`config.mk`:
```
export PLATFORM = sky130hd
export DESIGN_NAME = rbvs_lane
export DESIGN_NICKNAME = d
export VERILOG_FILES = /design/src/rtl/rbvs_pkg.sv /design/src/rtl/rbvs_lane.sv
export SDC_FILE = /design/constraint.sdc
export NUM_CORES = 2
export LEC_CHECK = 0
export ABC_AREA = 1
export ABC_CLOCK_PERIOD_IN_PS = 12100
export BUFFER_PORTS_ARGS = -buffer_cell sky130_fd_sc_hd__buf_2
export CAP_MARGIN = 20
export CORE_AREA = 2 2 353 355
export CTS_CLUSTER_SIZE = 10
export DETAILED_ROUTE_END_ITERATION = 10
export DIE_AREA = 0 0 355 357
export MAX_ROUTING_LAYER = met4
export PLACE_DENSITY_LB_ADDON = 0.08
export SLEW_MARGIN = 5
export SYNTH_ARGS = -nofsm -noshare
export SYNTH_HDL_FRONTEND = slang
export SYNTH_SLANG_ARGS = --single-unit
```
`constraint.sdc`:
```
create_clock -name clk -period 12.1 [get_ports clk]
set_input_delay 1.815 -clock clk [delete_from_list [all_inputs] [get_ports clk]]
set_output_delay 1.815 -clock clk [all_outputs]
set_load 0.05 [all_outputs]
```
`src/rtl/rbvs_pkg.sv`:
```
// ----------------------------------------------------------------------------
// rbvs_pkg
// Shared constants, phase codes and lane control type for the rigid body
// Verlet step block.
// ----------------------------------------------------------------------------
package rbvs_pkg;

	localparam int DT_BITS   = 25;
	localparam logic [DT_BITS-1:0] DT_RESET = 25'd167772;
	localparam int NUM_LANES = 4;
	localparam int PH_BITS   = 3;

	// sequencer phases, one shared lane pass each
	localparam logic [PH_BITS-1:0] PH_INNER = 3'd0;
	localparam logic [PH_BITS-1:0] PH_DQ0   = 3'd1;
	localparam logic [PH_BITS-1:0] PH_DQ1   = 3'd2;
	localparam logic [PH_BITS-1:0] PH_DQ2   = 3'd3;
	localparam logic [PH_BITS-1:0] PH_POS   = 3'd4;
	localparam logic [PH_BITS-1:0] PH_VEL   = 3'd5;
	localparam logic [PH_BITS-1:0] PH_QUAT  = 3'd6;
	localparam logic [PH_BITS-1:0] PH_OMEGA = 3'd7;

	// quaternion derivative: for lane (dq component) and term (omega axis),
	// which q component is multiplied and whether the term is subtracted
	localparam logic [1:0] QSEL [NUM_LANES][3] = '{
		'{2'd1, 2'd2, 2'd3},
		'{2'd0, 2'd3, 2'd2},
		'{2'd3, 2'd0, 2'd1},
		'{2'd2, 2'd1, 2'd0}
	};
	localparam logic QNEG [NUM_LANES][3] = '{
		'{1'b1, 1'b1, 1'b1},
		'{1'b0, 1'b0, 1'b1},
		'{1'b1, 1'b0, 1'b0},
		'{1'b0, 1'b1, 1'b0}
	};

	// lane control captured with the product
	typedef struct packed {
		logic half;   // scale by 2^(F+1) instead of 2^F
		logic neg;    // subtract the rounded product
		logic first;  // start of a sum: no accumulate, no clamp
	} lane_ctl_t;

endpackage

```
`src/rtl/rbvs_lane.sv`:
```
// ----------------------------------------------------------------------------
// rbvs_lane
// One arithmetic lane: registered signed multiply, then round half away from
// zero at F or F+1 fraction bits, saturate, and saturating accumulate.
// ----------------------------------------------------------------------------
module rbvs_lane import rbvs_pkg::*; #(
	parameter int W  = 32,
	parameter int F  = 24,
	parameter int OW = 32
) (
	input  logic                clk,
	input  logic                load,
	input  logic signed [OW-1:0] a,
	input  logic signed [OW-1:0] b,
	input  lane_ctl_t           ctl,
	input  logic signed [W:0]   c,
	output logic signed [W:0]   res
);

	localparam int PW = 2 * OW;
	localparam logic [PW:0] RND0 = (PW+1)'(1) << (F - 1);
	localparam logic [PW:0] RND1 = (PW+1)'(1) << F;
	localparam logic [PW:0] WMAX = (PW+1)'({(W-1){1'b1}});

	logic signed [PW-1:0] prod_s1;
	lane_ctl_t            ctl_s1;

	logic [PW:0]          mag;
	logic [PW:0]          scaled;
	logic                 pneg;
	logic signed [W:0]    m;
	logic signed [W+1:0]  mm;
	logic signed [W+2:0]  sum;

	// product stage
	always_ff @(posedge clk) begin
		if (load) begin
			prod_s1 <= a * b;
			ctl_s1  <= ctl;
		end
	end

	// round, saturate, accumulate
	always_comb begin
		pneg   = prod_s1[PW-1];
		mag    = pneg ? (PW+1)'(-$signed({prod_s1[PW-1], prod_s1}))
		              : (PW+1)'({1'b0, prod_s1});
		scaled = ctl_s1.half ? ((mag + RND1) >> (F + 1)) : ((mag + RND0) >> F);
		if (scaled > WMAX + (PW+1)'(pneg))
			m = pneg ? -(W+1)'(WMAX + 1) : (W+1)'(WMAX);
		else
			m = pneg ? -$signed((W+1)'(scaled)) : $signed((W+1)'(scaled));
		mm  = ctl_s1.neg ? -(W+2)'(m) : (W+2)'(m);
		sum = (W+3)'(c) + (W+3)'(mm);
		if (ctl_s1.first)
			res = (W+1)'(mm);
		else if (sum > (W+3)'($signed(WMAX[W:0])))
			res = (W+1)'($signed(WMAX[W:0]));
		else if (sum < -(W+3)'($signed(WMAX[W:0])) - 1)
			res = -(W+1)'($signed(WMAX[W:0])) - 1;
		else
			res = (W+1)'(sum);
	end

endmodule

```
* Word-level counts from Yosys, hierarchy flattened
Index checks and enable logic that the tools add are counted.
** Storage, ports and cells
- Input bits :: 102
- Output and inout port bits :: 33
- Bits in writable memories :: 0
- Register bits after elaboration :: 67
- Memory bits (read-only) :: 0
- Bits in latches :: 0
- Memories :: 0
** Cells by class
- Reduce and logical (&&, ||, !) cells :: 0
- Shift-type cells :: 0
- Bitwise gates (word level) :: 0
- Order comparisons :: 3
- Muxes and demuxes :: 9
- $mul :: 1
- Equal/unequal tests :: 0
- Div/mod/pow operators :: 0
- $add $sub $neg :: 7
** Operators by type and width (number)
- $mux 33 :: 6
- $add 65x24->65 const B :: 1
- $add 65x25->65 const B :: 1
- $mux 65 :: 1
- $neg 64->65 :: 1
- $mul 32x32->64 :: 1
- $gt 41x32->1 :: 1
- $mux 41 :: 1
- $add 33x34->35 :: 1
- $gt 35x32->1 const B :: 1
- $lt 35x32->1 const B :: 1
- $mux 34 :: 1
- $neg 33->34 :: 1
- $neg 33->33 :: 1
- $add 31x1->32 const A :: 1

* Longest topological paths before layout
- Depth in word-level cells :: 14
- Gate-level depth with buffers :: 71
- Depth with buffers taken out :: 71

* Worst setup path after synthesis
Ideal clock, no wire load.
- Path kind :: register -> output
- Start point :: reg prod_s1[63]
- End point :: out res[14]
- Cell stages (with the launch flop) :: 57
- Data arrival time :: 9.040 ns
- Required time :: 10.285 ns
- Setup slack :: 1.245 ns
- Cells stage by stage :: edfxtp_1 > buf_2 > buf_4 > buf_2 > nand3b_1 > nand2_1 > ha_1 > inv_1 > nor2_1 > nand3_1 > nor2_1 > nand2_1 > o21ai_0 > nand3_1 > nand2_1 > inv_1 > ha_1 > nand2_1 > (+21 left out) > ha_1 > nand2_1 > o21ai_0 > a31oi_1 > o21ai_0 > a31oi_1 > o21ai_0 > a21boi_0 > o21ai_0 > nand3_1 > nand2_1 > nand2_1 > a22oi_1 > a21oi_1 > inv_1 > clkbuf_1 > nand2_1 > a22oi_1
** Between the ends
- Cells in the longest elaborated chain, start to end :: 13
- Elaborated cells between the ends (all ways) :: 19
- Classes of those cells :: add/sub: 7; order compare: 3; mux: 9
** Ends and longest elaborated chain
- start: declaration :: line rbvs_lane.sv:25 : logic signed [PW-1:0] prod_s1;
- start signal: assignment :: line rbvs_lane.sv:38 : prod_s1 <= a * b;
- $neg 64->65 / $mux 65 (equally long branches) :: line rbvs_lane.sv:46 : mag = pneg ? (PW+1)'(-$signed({prod_s1[PW-1], prod_s1}))
- $mux 65 (tied with other cells) :: line rbvs_lane.sv:46
- $add 65x25->65 (tied with other cells) :: line rbvs_lane.sv:48 : scaled = ctl_s1.half ? ((mag + RND1) >> (F + 1)) : ((mag + RND0) >> F);
- $mux 41 / $neg 33->33 (equally long branches) :: line rbvs_lane.sv:48, rbvs_lane.sv:52
- $gt 41x32->1 / $mux 33 (equally long branches) :: line rbvs_lane.sv:49, rbvs_lane.sv:52
- $mux 33 (*) :: line rbvs_lane.sv:49 : if (scaled > WMAX + (PW+1)'(pneg))
- $neg 33->34 :: line rbvs_lane.sv:53 : mm = ctl_s1.neg ? -(W+2)'(m) : (W+2)'(m);
- $mux 34 (*) :: line rbvs_lane.sv:53
- $add 33x34->35 :: line rbvs_lane.sv:54 : sum = (W+3)'(c) + (W+3)'(mm);
- $lt 35x32->1 :: line rbvs_lane.sv:59 : else if (sum < -(W+3)'($signed(WMAX[W:0])) - 1)
- $mux 33 :: line rbvs_lane.sv:59
- $mux 33 :: line rbvs_lane.sv:57 : else if (sum > (W+3)'($signed(WMAX[W:0])))
- $mux 33 (*) :: line rbvs_lane.sv:55 : if (ctl_s1.first)
- end: declaration :: line rbvs_lane.sv:17 : output logic signed [W:0] res
Every way passes the cells marked *; elsewhere a longest branch is shown, timed or not.

* Worst setup path in the final report
- Start point :: reg prod_s1[16]
- End point :: out res[18]
** Between the ends
- Cells in the longest elaborated chain, start to end :: 14
- Elaborated cells between the ends (all ways) :: 17
- Classes of those cells :: add/sub: 6; order compare: 3; mux: 8
** Ends and longest elaborated chain
- $neg 64->65 :: line rbvs_lane.sv:46
- $mux 65 (*) :: line rbvs_lane.sv:46
- $add 65x24->65 / $add 65x25->65 (equally long branches) :: line rbvs_lane.sv:48
- $mux 41 (*) :: line rbvs_lane.sv:48
- $neg 33->33 :: line rbvs_lane.sv:52 : m = pneg ? -$signed((W+1)'(scaled)) : $signed((W+1)'(scaled));
- $mux 33 :: line rbvs_lane.sv:52
- $mux 33 (*) :: line rbvs_lane.sv:49
- $neg 33->34 :: line rbvs_lane.sv:53
- $mux 34 (*) :: line rbvs_lane.sv:53
- $add 33x34->35 :: line rbvs_lane.sv:54
- $lt 35x32->1 :: line rbvs_lane.sv:59
- $mux 33 :: line rbvs_lane.sv:59
- $mux 33 :: line rbvs_lane.sv:57
- $mux 33 (*) :: line rbvs_lane.sv:55
Marks and branches as above.

==> summary.md <==
| Metric | Value |
|---|---|
| Vias in the first global route | `43150` |
| Area grow syn2layout | `6.908%` |
| # hold bufs at CTS | `0` |
| DP HPWL | `136000 microns` |
| DR vias | `40750` |
| Synth area leaders | `fa_1, nand2_1, inv_1` |
| Critical path data required time | `10.28 ns` |
| Wirelength per Cell | `19.13 microns` |
| I/O pin total | `135` |
| Final Hold Viols | `0` |
| Slew Limit Fails | `0` |
| FP Rows | `129` |
| Worst EP arrival | `9.50 ns` |
| Largest family of logic cells by synthesized area | `adder cells` |
| Area after DPL | `just over 50000 sq um` |
| Mean area per synthesized cell | `roughly 7.5 sq um` |
| Sequential share of the synthesized area | `0.04112` |
| Area share of fa/ha/maj cells after synthesis | `0.5084` |
| Post-Syn Instances | `6553` |
| Synth Area in XOR/XNOR | `0.02414` |
| Via density | `4.935` |
| Syn. warnings | `0` |
| Mapped Area | `approximately 50000 sq um` |
| CTS tree | `done` |
| Routability cong. | `0.9460` |
| Total routed wirelength | `158000 microns` |
| H-tree lvl count | `3` |
| Port bufs | `roughly 130` |
| Global route total overflow | `0` |
| Final worst-path cycle share | `0.9348` |
| Die area | `126700 sq um` |
| CP startpoint kind | `flop` |
| Ys async rst share | `0` |
| EDFF count, synth | `67` |
| Crit path max fanout | `22` |
| Top cell by count, worst path | `nand2_1` |
| DIE HEIGHT | `~360 microns` |
| HP Class | `in -> reg` |
| Core Box Area | `123000 sq um` |
| Share of cells above drive strength 1 | `0.08075` |
| Fmax | `roughly 88 MHz` |
| Shortest period the worst path allows | `between 10 and 15 ns` |
| Cell area after layout | `52300 sq um` |
| Top FF cell, synth | `edfxtp_1` |
| Final setup fails | `0` |
| Num CTS Buffers | `9` |
| Mux cell area share after synthesis | `0` |
| Yosys cell types | `54` |
| Total GRT Usage | `0.2646` |
| FF+latch count, synth | `67` |
| Final nets | `8048` |
| Initial core utilization | `0.3978` |
| First-pass GRT wire length | `about 250000 microns` |
| Clk sinks | `67` |
| Crit. End Element | `output pin` |
| Pin count of the biggest net entering global routing | `75` |
| First-pass detailed-route iteration total | `6` |
| Initial antenna violation count | `10` |
| Simple-Gate Fraction of Synth Area | `0.2349` |
| Slowest CP cell | `edfxtp_1` |
| Compound-gate portion of the synthesized area | `0.03954` |
| Clock buffer depth | `2` |
| Initial DRC count | `2854` |
| Root Driver | `clkbuf_16` |
| Synth area leader | `fa_1` |
| Yosys top cell area share | `0.4432` |
| Rel. slew slack | `0.3202` |
| Count leader, synth | `nand2_1` |
| WS Path Type | `reg -> out` |
| Maxcap violations | `0` |
| Routed Antenna Nets | `0` |
| Status | `complete, no violations` |
| Worst Tran Pin Value | `1.017 ns` |
| Critical path's largest stage delay | `0.41 ns` |
| Post-Syn Nets | `7993` |
| Clk pin slew, worst setup/hold paths | `0.07 ns` |
| Die width | `355 microns` |
| Synth cell count leaders | `nand2_1, inv_1, fa_1, nand3_1, nor2_1` |
| Remaining DRCs | `0` |
-- logic make-up after synthesis --
| family | count (synthesis) |
|---|---|
| xor+xnor | 134 |
| compound gates | 342 |
| fa+ha+maj | 1338 |
| buf+inv | 1958 |
| simple gates | 2714 |
| flops | 67 |
-- layout by cell type (no fill, tap or decap), types with 4 or more instances in the layout --
cell type	netlist	layout
a21boi_0	5	4
a21o_1	5	5
a21oi_1	141	141
a221oi_1	4	4
a22oi_1	14	14
a31oi_1	17	17
and2_1	6	6
buf_12	1	4
buf_2	20	129
buf_4	7	148
clkbuf_16	0	9
diode_2	0	7
edfxtp_1	67	67
fa_1	1083	1083
ha_1	255	253
inv_1	1699	1697
inv_2	16	18
nand2_1	1845	1840
nand2_2	57	62
nand2_4	8	8
nand3_1	314	314
nand3_2	13	13
nand3b_1	14	14
nand4_1	33	33
nor2_1	289	279
nor2_2	57	65
nor2_4	19	21
nor3_1	14	14
o211ai_1	10	10
o21a_1	15	15
o21ai_0	101	95
o21ai_1	10	15
o21ai_2	3	4
o21bai_1	4	4
o221ai_1	5	5
or2_2	32	32
xnor2_1	55	55
xor2_1	78	78
-- state kept, by name (all words and copies together), names as in the netlist --
register  count
prod_s1      64
ctl_s1        3
-- final cells by class --
class	instances	area, sq um
Antenna cell	7	17.52
Clock buffer	9	225.2
Clock inverter	7	122.6
Fill cell	13070	70690
Inverter	1719	6455
Multi-Input combinational cell	4528	39570
Sequential cell	67	2012
Tap cell	1637	2048
Timing Repair Buffer	283	1852
-- path summary, 6_finish.rpt --
| path | to | startpoint | slack (ns) | depth (start not counted) |
|---|---|---|---|---|
| min | ctl_s1[2]$_DFFE_PP_ | ctl[2] | 1.62 | 1 |
| max | res[18] | prod_s1[16]$_DFFE_PP_ | 0.79 | 62 |
-- critical path: cells and delay by family, from the launching register on --
family | cells | cell delay [ns]
AND/OR/NAND/NOR | 42 | 5.17
buffers and inverters | 11 | 1.50
AO/OA/AOI/OAI | 7 | 1.38
flip-flops | 1 | 0.41
adder cells (fa/ha/maj) | 2 | 0.65
-- through the flow --
| stage | worst slack, ns | util | std cells | hold slack (ns) | TNS, ns |
|---|---|---|---|---|---|
| after CTS | 0.03597 | 0.4241 | 8249 | 1.593 | 0 |
| after global placement | 0.3193 | 0.4213 | 8233 | 1.993 | 0 |
| after floorplan | 1.245 | - | 6553 | 1.914 | 0 |
| after detailed placement | 0.03900 | 0.4213 | 8233 | 1.994 | 0 |
| final | 0.7895 | 0.4253 | 8257 | 1.618 | 0 |
| after global routing | -0.02294 | 0.4252 | 8253 | 1.606 | -0.03967 |
-- repair_timing --
item                                    4_1_cts  5_1_grt
endpoints found under the setup margin       18       33
pin swaps                                     0        1
resized for setup                             2       40
buffers inserted                              0        1
-- layer usage --
metal	GRT usage	vias to the layer above	share of wire
li1	-	19090	-
met1	0.3583	20580	0.46
met2	0.4459	938	0.48
met3	0.01883	139	0.043
met4	0.03746	0	0.016
met5	-	-	0
Power is not shown: default switching activity piles up to over one toggle a cycle in this logic, so the estimate is an artifact.
